**config.mk**
```make
export PLATFORM = sky130hd
export DESIGN_NAME = c_string_literal_unescape
export DESIGN_NICKNAME = d
export VERILOG_FILES = /design/src/rtl/core/csu_pkg.sv /design/src/rtl/core/csu_decode.sv /design/src/rtl/core/csu_out_fifo.sv /design/src/rtl/core/c_string_literal_unescape.sv
export SDC_FILE = /design/constraint.sdc
export NUM_CORES = 1
export LEC_CHECK = 0
export BUFFER_PORTS_ARGS = -buffer_cell sky130_fd_sc_hd__buf_2
export CAP_MARGIN = 0
export CORE_AREA = 5 5 133 135
export CTS_CLUSTER_DIAMETER = 30
export DETAILED_ROUTE_END_ITERATION = 10
export DIE_AREA = 0 0 138 140
export PLACE_DENSITY = 0.49
export SYNTH_ARGS = -nofsm -noshare
export SYNTH_HDL_FRONTEND = slang
export SYNTH_SLANG_ARGS = --single-unit
```
**constraint.sdc**
```tcl
create_clock -name clk -period 3.6 [get_ports clk]
set_input_delay 0.18 -clock clk [delete_from_list [all_inputs] [get_ports clk]]
set_output_delay 0.18 -clock clk [all_outputs]
set_load 0.005 [all_outputs]
```
**src/rtl/core/csu_pkg.sv**
```systemverilog
// Shared types, character constants and character-class functions for the literal decoder.
`default_nettype none

package csu_pkg;

    localparam logic [7:0] CH_QUOTE     = 8'h22;
    localparam logic [7:0] CH_BACKSLASH = 8'h5C;
    localparam logic [7:0] CH_X         = 8'h78;
    localparam logic [7:0] CH_ZERO      = 8'h30;
    localparam logic [7:0] CH_SEVEN     = 8'h37;

    // result buffer entries; pointers wrap by truncation, so keep a power of two
    localparam int RES_DEPTH = 4;

    typedef struct packed {
        logic [7:0] out_byte;
        logic       byte_valid;
        logic       run_end;
        logic       status;
    } res_t;

    typedef struct packed {
        logic push0;
        logic push1;
        res_t res0;
        res_t res1;
    } push_t;

    // {hit, value} for a hex digit
    function automatic logic [4:0] hex_digit(input logic [7:0] c);
        logic [4:0] r;
        r = 5'd0;
        if (c inside {[8'h30:8'h39]})
        begin
            r = {1'b1, c[3:0]};
        end
        else if (c inside {[8'h61:8'h66], [8'h41:8'h46]})
        begin
            r = {1'b1, 4'(c[3:0] + 4'd9)};
        end
        return r;
    endfunction

    // {hit, byte} for a single-letter escape
    function automatic logic [8:0] simple_esc(input logic [7:0] c);
        logic [8:0] r;
        case (c)
            8'h27:   r = {1'b1, 8'h27};
            8'h22:   r = {1'b1, 8'h22};
            8'h3F:   r = {1'b1, 8'h3F};
            8'h5C:   r = {1'b1, 8'h5C};
            8'h61:   r = {1'b1, 8'd7};
            8'h62:   r = {1'b1, 8'd8};
            8'h66:   r = {1'b1, 8'd12};
            8'h6E:   r = {1'b1, 8'd10};
            8'h72:   r = {1'b1, 8'd13};
            8'h74:   r = {1'b1, 8'd9};
            8'h76:   r = {1'b1, 8'd11};
            default: r = 9'd0;
        endcase
        return r;
    endfunction

endpackage

`default_nettype wire

```
**src/rtl/core/csu_decode.sv**
```systemverilog
// Escape-sequence state machine: turns one consumed byte into up to two results.
`default_nettype none

module csu_decode (
    input  wire logic           clk,
    input  wire logic           rst_n,
    input  wire logic           consume,
    input  wire logic [7:0]     ch,
    input  wire logic           fin,
    output csu_pkg::push_t      push
);

    localparam logic [2:0] PH_OPEN = 3'd0;
    localparam logic [2:0] PH_BODY = 3'd1;
    localparam logic [2:0] PH_ESC  = 3'd2;
    localparam logic [2:0] PH_HEX  = 3'd3;
    localparam logic [2:0] PH_OCT  = 3'd4;

    logic [2:0] phase_reg, phase_next;
    logic [7:0] val_reg, val_next;
    logic [1:0] cnt_reg, cnt_next;
    logic       failed_reg, failed_next;

    logic [4:0]      hx;
    logic [8:0]      se;
    logic            is_oct;
    logic [8:0]      oct_v;
    logic            emit_a;
    logic [7:0]      byte_a;
    logic            emit_b;
    logic            body_path;
    csu_pkg::res_t   res_a, res_b, res_e;

    always_comb
    begin
        hx     = csu_pkg::hex_digit(ch);
        se     = csu_pkg::simple_esc(ch);
        is_oct = ch inside {[csu_pkg::CH_ZERO:csu_pkg::CH_SEVEN]};
        oct_v  = {val_reg[5:0], ch[2:0]};

        phase_next  = phase_reg;
        val_next    = val_reg;
        cnt_next    = cnt_reg;
        failed_next = failed_reg;
        emit_a      = 1'b0;
        byte_a      = val_reg;
        emit_b      = 1'b0;
        body_path   = 1'b0;

        if (!failed_reg)
        begin
            case (phase_reg)
                PH_OPEN:
                begin
                    if (fin || ch != csu_pkg::CH_QUOTE)
                    begin
                        failed_next = 1'b1;
                    end
                    phase_next = PH_BODY;
                end
                PH_ESC:
                begin
                    phase_next = PH_BODY;
                    if (fin)
                    begin
                        failed_next = 1'b1;
                    end
                    else if (se[8])
                    begin
                        emit_a = 1'b1;
                        byte_a = se[7:0];
                    end
                    else if (ch == csu_pkg::CH_X)
                    begin
                        val_next   = 8'd0;
                        cnt_next   = 2'd0;
                        phase_next = PH_HEX;
                    end
                    else if (is_oct)
                    begin
                        val_next   = {5'd0, ch[2:0]};
                        cnt_next   = 2'd1;
                        phase_next = PH_OCT;
                    end
                    else
                    begin
                        failed_next = 1'b1;
                    end
                end
                PH_HEX:
                begin
                    if (!fin && hx[4])
                    begin
                        if (val_reg[7:4] != 4'd0)
                        begin
                            failed_next = 1'b1;
                            phase_next  = PH_BODY;
                        end
                        else
                        begin
                            val_next = {val_reg[3:0], hx[3:0]};
                            cnt_next = 2'd1;
                        end
                    end
                    else if (cnt_reg == 2'd0)
                    begin
                        failed_next = 1'b1;
                        phase_next  = PH_BODY;
                    end
                    else
                    begin
                        emit_a     = 1'b1;
                        phase_next = PH_BODY;
                        body_path  = 1'b1;
                    end
                end
                PH_OCT:
                begin
                    if (!fin && is_oct)
                    begin
                        if (cnt_reg == 2'd2)
                        begin
                            phase_next = PH_BODY;
                            if (oct_v[8])
                            begin
                                failed_next = 1'b1;
                            end
                            else
                            begin
                                emit_a = 1'b1;
                                byte_a = oct_v[7:0];
                            end
                        end
                        else
                        begin
                            val_next = oct_v[7:0];
                            cnt_next = 2'(cnt_reg + 2'd1);
                        end
                    end
                    else
                    begin
                        emit_a     = 1'b1;
                        phase_next = PH_BODY;
                        body_path  = 1'b1;
                    end
                end
                default:
                begin
                    phase_next = PH_BODY;
                    body_path  = 1'b1;
                end
            endcase

            if (body_path && !fin)
            begin
                if (ch == csu_pkg::CH_BACKSLASH)
                begin
                    phase_next = PH_ESC;
                end
                else
                begin
                    emit_b = 1'b1;
                end
            end

            if (fin && ch != csu_pkg::CH_QUOTE)
            begin
                failed_next = 1'b1;
            end
        end

        res_a = '{out_byte: byte_a, byte_valid: 1'b1, run_end: 1'b0, status: 1'b0};
        res_b = '{out_byte: ch, byte_valid: 1'b1, run_end: 1'b0, status: 1'b0};
        res_e = '{out_byte: 8'd0, byte_valid: 1'b0, run_end: 1'b1, status: failed_next};

        // order: run byte, then body byte, then end result
        push.push0 = consume && (emit_a || emit_b || fin);
        push.push1 = consume && ((emit_a && emit_b) || ((emit_a || emit_b) && fin));
        push.res0  = emit_a ? res_a : (emit_b ? res_b : res_e);
        push.res1  = (emit_a && emit_b) ? res_b : res_e;

        // end of literal: back to the start
        if (fin)
        begin
            phase_next  = PH_OPEN;
            val_next    = 8'd0;
            cnt_next    = 2'd0;
            failed_next = 1'b0;
        end
    end

    always_ff @(posedge clk or negedge rst_n)
    begin
        if (!rst_n)
        begin
            phase_reg  <= PH_OPEN;
            val_reg    <= 8'd0;
            cnt_reg    <= 2'd0;
            failed_reg <= 1'b0;
        end
        else if (consume)
        begin
            phase_reg  <= phase_next;
            val_reg    <= val_next;
            cnt_reg    <= cnt_next;
            failed_reg <= failed_next;
        end
    end

    a_failed_silent: assert property (@(posedge clk) disable iff (!rst_n)
        (consume && failed_reg && !fin) |-> !push.push0)
        else $error("decoded byte emitted after failure");

    a_end_on_final: assert property (@(posedge clk) disable iff (!rst_n)
        (consume && fin) |-> ((push.push1 && push.res1.run_end)
                              || (!push.push1 && push.res0.run_end)))
        else $error("final item did not end with the end result");

    a_reset_after_end: assert property (@(posedge clk) disable iff (!rst_n)
        (consume && fin) |=> (phase_reg == PH_OPEN && !failed_reg))
        else $error("decoder not back at start after end of literal");

endmodule

`default_nettype wire

```
**src/rtl/core/csu_out_fifo.sv**
```systemverilog
// Result buffer: takes up to two results a cycle, hands out one a cycle while out_ready is high.
`default_nettype none

module csu_out_fifo (
    input  wire logic           clk,
    input  wire logic           rst_n,
    input  wire csu_pkg::push_t push,
    output logic                room2,
    output logic                out_valid,
    input  wire logic           out_ready,
    output csu_pkg::res_t       head
);

    localparam int DEPTH = csu_pkg::RES_DEPTH;
    localparam int PW = $clog2(DEPTH);
    localparam int CW = $clog2(DEPTH + 1);

    csu_pkg::res_t  mem_reg [DEPTH];
    logic [PW-1:0]  wr_reg, wr_next;
    logic [PW-1:0]  rd_reg, rd_next;
    logic [CW-1:0]  cnt_reg, cnt_next;
    logic           pop;
    logic [PW-1:0]  wr_plus1;

    assign room2     = (cnt_reg <= CW'(DEPTH - 2));
    assign out_valid = (cnt_reg != '0);
    assign pop       = out_valid && out_ready;
    assign head      = mem_reg[rd_reg];
    assign wr_plus1  = PW'(wr_reg + 1'b1);

    always_comb
    begin
        wr_next  = wr_reg;
        rd_next  = rd_reg;
        if (push.push1)
        begin
            wr_next = PW'(wr_reg + 2'd2);
        end
        else if (push.push0)
        begin
            wr_next = wr_plus1;
        end
        if (pop)
        begin
            rd_next = PW'(rd_reg + 1'b1);
        end
        cnt_next = CW'(cnt_reg + CW'(push.push0) + CW'(push.push1) - CW'(pop));
    end

    always_ff @(posedge clk)
    begin
        if (push.push0)
        begin
            mem_reg[wr_reg] <= push.res0;
        end
        if (push.push1)
        begin
            mem_reg[wr_plus1] <= push.res1;
        end
    end

    always_ff @(posedge clk or negedge rst_n)
    begin
        if (!rst_n)
        begin
            wr_reg  <= '0;
            rd_reg  <= '0;
            cnt_reg <= '0;
        end
        else
        begin
            wr_reg  <= wr_next;
            rd_reg  <= rd_next;
            cnt_reg <= cnt_next;
        end
    end

    a_no_overflow: assert property (@(posedge clk) disable iff (!rst_n)
        cnt_reg <= CW'(DEPTH))
        else $error("result buffer overflow");

    a_push_has_room: assert property (@(posedge clk) disable iff (!rst_n)
        push.push0 |-> room2)
        else $error("push without room for two results");

    a_ptr_gap: assert property (@(posedge clk) disable iff (!rst_n)
        (cnt_reg != CW'(DEPTH)) |-> (PW'(wr_reg - rd_reg) == PW'(cnt_reg)))
        else $error("pointers disagree with fill count");

endmodule

`default_nettype wire

```
**src/rtl/core/c_string_literal_unescape.sv**
```systemverilog
// Top level of the C string literal decoder: input register, decoder, result buffer.
//
// Decodes one double-quoted C string literal, one raw byte per item, the closing quote
// flagged with is_final. Each item yields zero, one or two results: decoded bytes
// (byte_valid=1) and, on the final item, an end result (run_end=1) whose status is 1
// when the literal was malformed; the consumer then discards that literal's bytes.
// An item is registered on acceptance and decoded from the input register once the result
// buffer has room for two results; its results are then written to the result buffer. The
// block takes one item per cycle while the output drains; the sustained rate is set by the
// output port, one result per cycle, so items that close a hex or octal run and yield two
// results cost an extra output slot, absorbed by the four-entry result buffer.
`default_nettype none

module c_string_literal_unescape (
    input  wire logic       clk,
    input  wire logic       rst_n,
    input  wire logic       in_valid,
    output logic            in_ready,
    input  wire logic [7:0] ch,
    input  wire logic       is_final,
    output logic            out_valid,
    input  wire logic       out_ready,
    output logic [7:0]      out_byte,
    output logic            byte_valid,
    output logic            run_end,
    output logic            status
);

    logic           vld_reg, vld_next;
    logic [7:0]     ch_reg;
    logic           fin_reg;
    logic           room2;
    logic           consume;
    csu_pkg::push_t push;
    csu_pkg::res_t  head;

    assign consume  = vld_reg && room2;
    assign in_ready = !vld_reg || room2;
    assign vld_next = in_ready ? in_valid : vld_reg;

    always_ff @(posedge clk or negedge rst_n)
    begin
        if (!rst_n)
        begin
            vld_reg <= 1'b0;
        end
        else
        begin
            vld_reg <= vld_next;
        end
    end

    always_ff @(posedge clk)
    begin
        if (in_valid && in_ready)
        begin
            ch_reg  <= ch;
            fin_reg <= is_final;
        end
    end

    csu_decode u_decode (
        .clk     (clk),
        .rst_n   (rst_n),
        .consume (consume),
        .ch      (ch_reg),
        .fin     (fin_reg),
        .push    (push)
    );

    csu_out_fifo u_out_fifo (
        .clk       (clk),
        .rst_n     (rst_n),
        .push      (push),
        .room2     (room2),
        .out_valid (out_valid),
        .out_ready (out_ready),
        .head      (head)
    );

    assign out_byte   = head.out_byte;
    assign byte_valid = head.byte_valid;
    assign run_end    = head.run_end;
    assign status     = head.status;

    a_end_no_byte: assert property (@(posedge clk) disable iff (!rst_n)
        (out_valid && run_end) |-> (!byte_valid && out_byte == 8'd0))
        else $error("end result carries a byte");

    a_hold_unconsumed: assert property (@(posedge clk) disable iff (!rst_n)
        (vld_reg && !consume) |=> (vld_reg && $stable(ch_reg) && $stable(fin_reg)))
        else $error("input register lost an item");

    a_ok_status_clean: assert property (@(posedge clk) disable iff (!rst_n)
        (out_valid && !run_end) |-> !status)
        else $error("status set on a byte result");

endmodule

`default_nettype wire

```
==> results.md, run 1 <==
- IO Port Bufs: 25
- Setup tns final: 0 ns
- Top cells by area, synth: edfxtp_1, dfrtp_1, mux2i_1, mux4_2, ha_1
- Hold Crit Depth: 1
- Final non-filler cell total: 716
- CP Cell Sequence: inv_2 -> ha_1 -> or3b_2 -> o311ai_2 -> buf_4 -> nand3_1 -> a31o_4 -> nand3_2 -> nand2_1 -> ha_1 -> inv_1 -> fa_1 -> fa_1 -> xnor2_1
- DR WL met3: 542 um
- WHS Endpoint: ch_reg[4]$_DFFE_PP_
- Design Area, Final: 5710 um^2
- FP Rows: 47
- CTS sink cnt: 75
- Clock transition at the registers of the reported paths: 0.06 ns
- Die ar.: 19,300 um^2
- Most numerous cell in the Yosys netlist: edfxtp_1
- Critical path's largest stage delay: 0.47 ns
- Clock Tree Root: clkbuf_16
- Largest net degree at the start of global routing: 23
- Relative slew slack: 45.4%
- Drt first pass iters: 5
- TritonCTS clock tree: done
- # fillers: approximately 1.7k
- Fmax: 292 MHz
- R2R Setup Slk: 0.18 ns
- DP HPWL: 9.22 mm
- Antenna Cells: 0
- Final WS setup: 0.175 ns
- Via count: roughly 3.6k
- CP bufs+invs: 3
- Syn_nets: about 470
- Setup crit end kind: register
- Syn Area/Cell: 10.9 um^2
- Lkg Pwr: between 2 and 2.5 nW
- Vias in the first global route: 3,566
- Ys Warns: 0
- Antenna viol nets, final: 0
- Hold_sp: ch[4]
- Die height: 140 um
- Layout area overhead: 18.9%
- Sequential fraction of the synthesis area: 44.7%
- Worst hold path class: in -> reg
- #FFs+latches synth: 75
- Fraction of registers with async set/reset: 29.3%
- Max reg flops: 44
- Routed wire length: roughly 12 mm
- Core area: 16,300 um^2
- Synth Flop Type: edfxtp_1
- Worst EP required: ~3.8 ns
- Worst Tran Pin Value: 0.811 ns
- Endpoints failing setup: 0
- Skew final: 0.0107 ns
- # DRC: 0
- Max IR drop VDD: approximately 0.55 mV
- Top Layer Used: met4
- Detailed Route Iter0 Violations: 216
- Vias per inst: 5.04
- Outcome: finished, final reports clean
- Finished Core Util: 34.9%
- Ports: 26
- RD Place Congestion: 0.857
- Reg2Reg Depth: 14
- Pwr Total: about 3.6 mW
- Number of H-tree levels: 3
- Power density cells: 630 nW/um^2
- Critical-path maximum fanout: 7
- Reg-to-Reg End: u_out_fifo.cnt_reg[2]$_DFF_PN0_
- Worst hold slack: 0.0187 ns
- Pre-CTS WS: 0.118 ns
- Layout cell share with drive strength beyond 1: 23.2%
- Hold Fails Final Rpt: 0
- Final min period: 3.42 ns
- Clk_lat worst skew: ~0.34 ns
- Critical path type: reg -> reg
- Number of enable flip-flop cells after synthesis: 53
- Area of placed instances: 5320 um^2
- Critical path arrival: 3.65 ns
- RR Startpoint: ch_reg[0]$_DFFE_PP_
- Initial antenna violation count: 0
- Net count, final: 521
- CP startpoint kind: register
- Final worst-path cycle share: 95.1%
- GR Util All Layers: between 10% and 20%
- Yosys top cell by area: edfxtp_1
- Gate count of the mapped netlist: 439
- Clock Path Buffers: 2
- Top cell type's share of synthesized area: 33.2%
- Initial Utilization: 29.3%
- Die width: 138 um
- Max cap viols: 0
- Congestion Overflow GR: 0
- Yosys cell types: 73
- Top cells by count, synth: edfxtp_1, nand2_1, a21oi_1, nor2_1, mux2i_1
- Count of pins over their slew limit: 0
- Top delay family on crit path: adder cells
- First-pass GRT wire length: 20.1 mm
- WL per Instance: ~17 um
- WL met2: about 5.7 mm
- Wl on met1: roughly 6.0 mm
- Post-synthesis cell area: ~4800 um^2
- Max stage delay cell, worst path: edfxtp_1
- Placed cell count: between 600 and 700
- TritonCTS Buffers: 9
cell type report:
class | instances | area (um^2) | area share (%)
Clock buffer | 12 | 246 | 4.32
Clock inverter | 4 | 51.3 | 0.899
Inverter | 23 | 86.3 | 1.51
Multi-Input combinational cell | 313 | 2430 | 42.6
Sequential cell | 75 | 2140 | 37.5
Tap cell | 220 | 275 | 4.82
Timing Repair Buffer | 69 | 473 | 8.29
repair_timing:
item	4_1_cts	5_1_grt
endpoints found under the hold margin	27	1
hold buffers	6	1
buffers inserted	0	1
endpoints found under the setup margin	0	1
gates resized for setup	0	2
report_power, final:
part | total, mW | internal [mW] | switching, mW
clock | 0.909 | 0.556 | 0.353
sequential | 1.37 | 1.16 | 0.217
combinational | 1.31 | 0.617 | 0.698
placed cells by master (no fill, tap or decap), types with 3 or more instances in the layout:
| cell type | netlist | final |
|---|---|---|
| a21o_1 | 10 | 10 |
| mux2i_1 | 26 | 26 |
| ha_1 | 15 | 15 |
| buf_4 | 1 | 37 |
| nor2_1 | 30 | 30 |
| dlygate4sd3_1 | 0 | 7 |
| or3_1 | 3 | 3 |
| xnor2_1 | 5 | 5 |
| o21ai_0 | 21 | 21 |
| nor3_1 | 6 | 6 |
| or3b_2 | 3 | 3 |
| o211a_1 | 3 | 3 |
| nand3_1 | 13 | 12 |
| nor2b_1 | 3 | 3 |
| mux2_4 | 5 | 5 |
| mux2_2 | 5 | 5 |
| nand2_1 | 35 | 35 |
| a31oi_1 | 3 | 3 |
| mux4_2 | 11 | 11 |
| clkbuf_16 | 0 | 9 |
| dfrtp_1 | 22 | 22 |
| a21oi_1 | 30 | 30 |
| a22oi_1 | 4 | 4 |
| nand2b_1 | 10 | 10 |
| a211oi_1 | 4 | 4 |
| edfxtp_1 | 53 | 53 |
| inv_1 | 23 | 22 |
| o2bb2ai_1 | 3 | 3 |
| and2_1 | 6 | 6 |
| buf_2 | 2 | 25 |
logic make-up (layout without fill, tap and decap cells):
family,after synthesis,in the layout,synth area share (%)
AOI/OAI and AO/OA,108,108,16.2
xor gates and xnor gates,6,6,1.10
and+or+nand+nor,135,135,14.9
DFF,75,75,44.7
muxes,47,47,13.3
buffers and inverters,51,108,5.09
adders and majority gates,17,17,4.75
worst register-to-register path: cells and delay by family, from the launching register on:
family,cells,cell delay (ns)
xor+xnor,1,0.13
simple gates,4,0.67
flops,1,0.47
fa+ha+maj,4,1.28
buf+inv,3,0.36
compound gates,2,0.39
metal layers:
layer  up-vias  track usage [%]
met1      1770             18.2
met5         -                0
met2        89             20.8
li1       1738                -
met3        13             3.24
met4         0             2.96
how the worst max path moves through the flow:
stage / start / to / slack, ns / cells after the start
floorplan: ch_reg[1]$_DFFE_PP_ / u_out_fifo.cnt_reg[2]$_DFF_PN0_ / 0.01 / 14
global placement: ch_reg[0]$_DFFE_PP_ / u_out_fifo.cnt_reg[2]$_DFF_PN0_ / 0.20 / 13
detailed placement: ch_reg[0]$_DFFE_PP_ / u_out_fifo.cnt_reg[2]$_DFF_PN0_ / 0.12 / 14
CTS: ch_reg[0]$_DFFE_PP_ / u_out_fifo.cnt_reg[2]$_DFF_PN0_ / 0.10 / 14
global route: ch_reg[0]$_DFFE_PP_ / u_out_fifo.cnt_reg[2]$_DFF_PN0_ / -0.01 / 14
finish: ch_reg[0]$_DFFE_PP_ / u_out_fifo.cnt_reg[2]$_DFF_PN0_ / 0.18 / 14
Power figures use the tool's default switching activity.
==> run 2: changes to the inputs <==
- PLACE_DENSITY: 0.49 -> 0.47
- clock period: 3.6 -> 4.3 ns (I/O delays scaled with it)
==> results.md, run 2 (synthesis gave the netlist of run 1 again) <==
- Worst hold path class: in -> reg
- Endpoints failing setup: 0
- Vias in the first global route: 3,560
- Met2 Use GR: 20.8%
- DP HPWL: approximately 9.2 mm
- Cts repair resizes: 0
- Worst EP required: 4.53 ns
- TritonCTS clock tree: done
- Drt first pass iters: 5
- Final worst-path cycle share: 93.4%
- Largest net degree at the start of global routing: 23
- # DRC: 0
- Critical path type: reg -> reg
- Final min period: 4.02 ns
- Critical path arrival: approximately 4.3 ns
- Antenna viol nets, final: 0
- NetSw: 1.07 mW
- Clk network pwr share: about 26%
- Congestion Overflow GR: 0
- IO Port Bufs: 25
- Comb pwr share: 34.3%
- Ports: 26
- Max cap viols: 0
- Hold Fails Final Rpt: 0
- Detailed Route Iter0 Violations: between 300 and 400
- Setup tns final: 0 ns
- CTS sink cnt: 75
- Count of pins over their slew limit: 0
- RD Place Congestion: 0.860
- Critical-path maximum fanout: 8
- Initial antenna violation count: 0
- Clock Tree Root: clkbuf_16
- Max reg flops: 44
- Met1 Resource Use GR: 17.7%
- Finished Core Util: 33.2%
- Layout area overhead: 13.2%
- Max IR drop VDD: 0.211 mV
- Switching fraction of total power: 36.3%
- First-pass GRT wire length: 20.1 mm
- Clock transition at the registers of the reported paths: roughly 0.070 ns
- Pwr Total: 2.95 mW
- Fmax: 249 MHz
- Routed wire length: 12.5 mm
- Initial Utilization: between 20 and 30%
- Net count, final: between 400 and 500
- Internal power: 1.88 mW
- Hold_buf cts: 1
- Most common cell after layout, fill and taps aside: edfxtp_1
- FP Rows: 47
- RSZ-0062 raised after global routing: no
- Layout cell share with drive strength beyond 1: 18.8%
- Lkg Pwr: 2.20 nW
- Setup crit end kind: register
- Clk_lat worst skew: 0.35 ns
- Clock Path Buffers: 2
- Most used routing layer: met2
- Post-CTS setup buffers: 0
- Number of H-tree levels: 3
- Core area: 16,300 um^2
- Die height: 140 um
- Met3 Track Usage GR: 3.72%
- Skew final: 0.0120 ns
- Seq pwr share: 40.0%
- Die ar.: 19,300 um^2
- Relative slew slack: 31.9%
- Outcome: finished, final reports clean
- Via count: 3,481
- TritonCTS Buffers: 9
- Power density cells: approximately 540 nW/um^2
- GR Util All Layers: 13.2%
- Die width: 138 um
- WL per Instance: 18.2 um
- # fillers: 1,702
- Most frequent cells in the layout: edfxtp_1, nand2_1, nor2_1, a21oi_1, mux2i_1
- Vias per inst: 5.09
- Antenna Cells: 0
- Worst Tran Pin Value: 1.02 ns
- CP startpoint kind: register
-- run 2: cell types whose count changed in the layout (fill, tap and decap cells not counted), moves of 2 or more --
cell           previous run  this run
clkinv_4                  1         3
dlygate4sd3_1             7         1
buf_4                    37        11
clkinv_1                  0         2
clkbuf_1                  2         0
-- run 2: metrics by stage --
step | hold WS [ns] | instances | area, um^2 | setup WS, ns
2_1_floorplan | -0.0806 | 439 | 4800 | 0.649
3_3_place_gp | 0.228 | 667 | 5130 | 0.385
3_5_place_dp | 0.227 | 667 | 5130 | 0.304
4_1_cts | 0.0314 | 684 | 5430 | 0.280
5_1_grt | 0.0321 | 684 | 5430 | 0.0540
6_report | 0.0401 | 684 | 5430 | 0.283
-- run 2: final timing paths --
check / from / end / slack, ns / cells past startpoint
setup / recovery: ch_reg[0]$_DFFE_PP_ / u_out_fifo.cnt_reg[2]$_DFF_PN0_ / 0.28 / 13
hold / removal: ch[4] / ch_reg[4]$_DFFE_PP_ / 0.04 / 1
setup reg to reg: ch_reg[0]$_DFFE_PP_ / u_out_fifo.cnt_reg[2]$_DFF_PN0_ / 0.28 / 13
hold reg to reg: vld_reg$_DFFE_PN0N_ / vld_reg$_DFFE_PN0N_ / 0.55 / 2
max in group asynchronous: rst_n / u_decode.val_reg[7]$_DFFE_PN0P_ / 3.55 / 2
min in group asynchronous: rst_n / u_decode.val_reg[0]$_DFFE_PN0P_ / 0.38 / 2
-- run 2: metal layers --
layer	wire length [um]	vias to the layer above
met5	0	-
met4	244	0
met3	622	14
met2	5810	88
met1	5800	1702
li1	-	1677
-- run 2: critical path: stages (launching register included) --
cell and delay (ns):
edfxtp_1 0.50, inv_1 0.14, ha_1 0.32, and2b_1 0.21, o311ai_2 0.47, a311oi_2 0.24, o31a_4 0.35, nand3_1 0.23
nand2_1 0.10, ha_1 0.29, inv_1 0.05, fa_1 0.43, fa_1 0.41, xnor2_1 0.13
-- run 2: cell type report --
class / count / area (um^2) / area share (%)
multi-input cells: 313 / 2420 / 44.5
flip-flops and latches: 75 / 2140 / 39.4
well taps: 220 / 275 / 5.07
clock buffers: 9 / 225 / 4.15
repair buffers: 37 / 218 / 4.01
inverters: 23 / 86.3 / 1.59
clock inverters: 7 / 68.8 / 1.27
-- run 2: power groups by stage --
| stage | logic [mW] | registers [mW] | clock network (mW) |
|---|---|---|---|
| 2_1_floorplan | 0.817 | 1.06 | 0 |
| 3_3_place_gp | 1.01 | 1.19 | 0 |
| 3_5_place_dp | 1.03 | 1.20 | 0 |
| 4_1_cts | 1.03 | 1.19 | 0.779 |
| 5_1_grt | 1.13 | 1.22 | 0.804 |
| 6_report | 1.01 | 1.18 | 0.761 |
==> run 3: changes to the inputs <==
- MAX_ROUTING_LAYER: default -> met4
==> results.md, run 3 (synthesis gave the netlist of run 1 again) <==
- Outcome: finished, final reports clean
- Most used routing layer: met2
- Most frequent cells in the layout: edfxtp_1, nand2_1, nor2_1, a21oi_1, mux2i_1
- Layout area overhead: 13.2%
- Detailed Route Iter0 Violations: 312
- GR Util All Layers: 13.6%
- Hold_buf cts: 1
- Critical path type: reg -> reg
- Placed cell count: about 670
- IO Port Bufs: 25
- Initial Utilization: just under 30%
- Max reg flops: 44
- Antenna viol nets, final: 0
- # DRC: 0
- Setup crit end kind: register
- Worst EP required: 4.53 ns
- Number of H-tree levels: 3
- Die width: 138 um
- Clock Path Buffers: 2
- Via count: 3,472
- Worst hold path class: in -> reg
- TritonCTS clock tree: done
- Vias per inst: 5.08
- # fillers: 1,702
- Core area: around 16,000 um^2
- Cts repair resizes: 0
- Fmax: 249 MHz
- Layout cell share with drive strength beyond 1: 18.8%
- Worst hold slack: between 0.04 and 0.05 ns
- FP Rows: 47
- Post-CTS setup buffers: 0
- Congestion Overflow GR: 0
- Skew final: ~0.011 ns
- Net count, final: 489
- Max IR drop VDD: ~0.21 mV
- Critical path arrival: 4.24 ns
- Largest net degree at the start of global routing: 23
- Design Area, Final: 5430 um^2
- Finished Core Util: 33.2%
- CP Cell Sequence: inv_1 -> ha_1 -> and2b_1 -> o311ai_2 -> a311oi_2 -> o31a_4 -> nand3_1 -> nand2_1 -> ha_1 -> inv_1 -> fa_1 -> fa_1 -> xnor2_1
- Met1 Resource Use GR: 17.6%
- Routed wire length: approximately 12 mm
- DP HPWL: 9.19 mm
- Worst Tran Pin Value: between 1 and 1.5 ns
- Vias in the first global route: 3,573
- Lkg Pwr: 2.20 nW
- Ports: 26
- Clock transition at the registers of the reported paths: about 0.07 ns
- RD Place Congestion: 0.874
- Met3 Track Usage GR: 3.72%
- Die height: 140 um
- CTS sink cnt: 75
- Final non-filler cell total: 684
- Clk_lat worst skew: 0.35 ns
- Hold_sp: ch[4]
- Final worst-path cycle share: just over 90%
- Clock Tree Root: clkbuf_16
- Max stage delay cell, worst path: edfxtp_1
- WL per Instance: 18.3 um
- Max cap viols: 0
- Final min period: 4.01 ns
- CP startpoint kind: register
- Most common cell after layout, fill and taps aside: edfxtp_1
- CP bufs+invs: 2
- Count of pins over their slew limit: 0
- Critical Path Source: ch_reg[0]$_DFFE_PP_
- Antenna Cells: 0
- Top delay family on crit path: adder cells
- Endpoints failing setup: 0
- RSZ-0062 raised after global routing: no
- RR Startpoint: ch_reg[0]$_DFFE_PP_
- Setup tns final: 0 ns
- Area of placed instances: 5130 um^2
- Drt first pass iters: 5
- Power density cells: about 540 nW/um^2
- Relative slew slack: 31.4%
- Initial antenna violation count: 0
- Hold Fails Final Rpt: 0
- Critical path's largest stage delay: ~0.50 ns
- Met2 Use GR: 20.9%
- TritonCTS Buffers: 9
- First-pass GRT wire length: 20.0 mm
- Critical-path maximum fanout: 8
- Die ar.: 19,300 um^2
[run 3: cell counts in the layout (fill, tap and decap cells not counted)]
No cell type changed its count.
[run 3: worst register-to-register path, cell delays in order (launching register included)]
cell      delay (ns)
edfxtp_1        0.50
inv_1           0.14
ha_1            0.32
and2b_1         0.21
o311ai_2        0.47
a311oi_2        0.25
o31a_4          0.35
nand3_1         0.23
nand2_1         0.10
ha_1            0.29
inv_1           0.05
fa_1            0.43
fa_1            0.41
xnor2_1         0.13
[run 3: report_power, final]
group / switching [mW] / internal (mW)
Clock: 0.315 / 0.447
Sequential: 0.213 / 0.969
Combinational: 0.546 / 0.466
[run 3: path summary, 6_finish.rpt]
| path | to | slack [ns] | cells after the start |
|---|---|---|---|
| worst min register to register | vld_reg$_DFFE_PN0N_ | 0.56 | 2 |
| worst max-delay path | u_out_fifo.cnt_reg[2]$_DFF_PN0_ | 0.29 | 13 |
| min in group asynchronous | u_decode.val_reg[0]$_DFFE_PN0P_ | 0.37 | 2 |
| max in group asynchronous | u_decode.val_reg[7]$_DFFE_PN0P_ | 3.57 | 2 |
| worst min-delay path | ch_reg[4]$_DFFE_PP_ | 0.04 | 1 |
| worst max register to register | u_out_fifo.cnt_reg[2]$_DFF_PN0_ | 0.29 | 13 |
[run 3: cell type report]
class | instances | area [um^2] | share of cell area [%]
Inverter | 23 | 86.3 | 1.59
Sequential cell | 75 | 2140 | 39.4
Timing Repair Buffer | 37 | 218 | 4.01
Multi-Input combinational cell | 313 | 2420 | 44.5
Tap cell | 220 | 275 | 5.07
Clock inverter | 7 | 68.8 | 1.27
Clock buffer | 9 | 225 | 4.15
[run 3: per-stage QoR]
| stage | total power, mW | setup slack [ns] |
|---|---|---|
| finish | 2.96 | 0.287 |
| global route | 3.15 | 0.0540 |
| CTS | 3.00 | 0.280 |
| detailed placement | 2.23 | 0.304 |
| global placement | 2.20 | 0.385 |
| floorplan | 1.88 | 0.649 |
[run 3: per-layer routing]
layer	share of wire, %	wire length [um]
met2	46	5780
met1	48	5950
met4	1.8	229
met5	0	0
met3	4.3	534
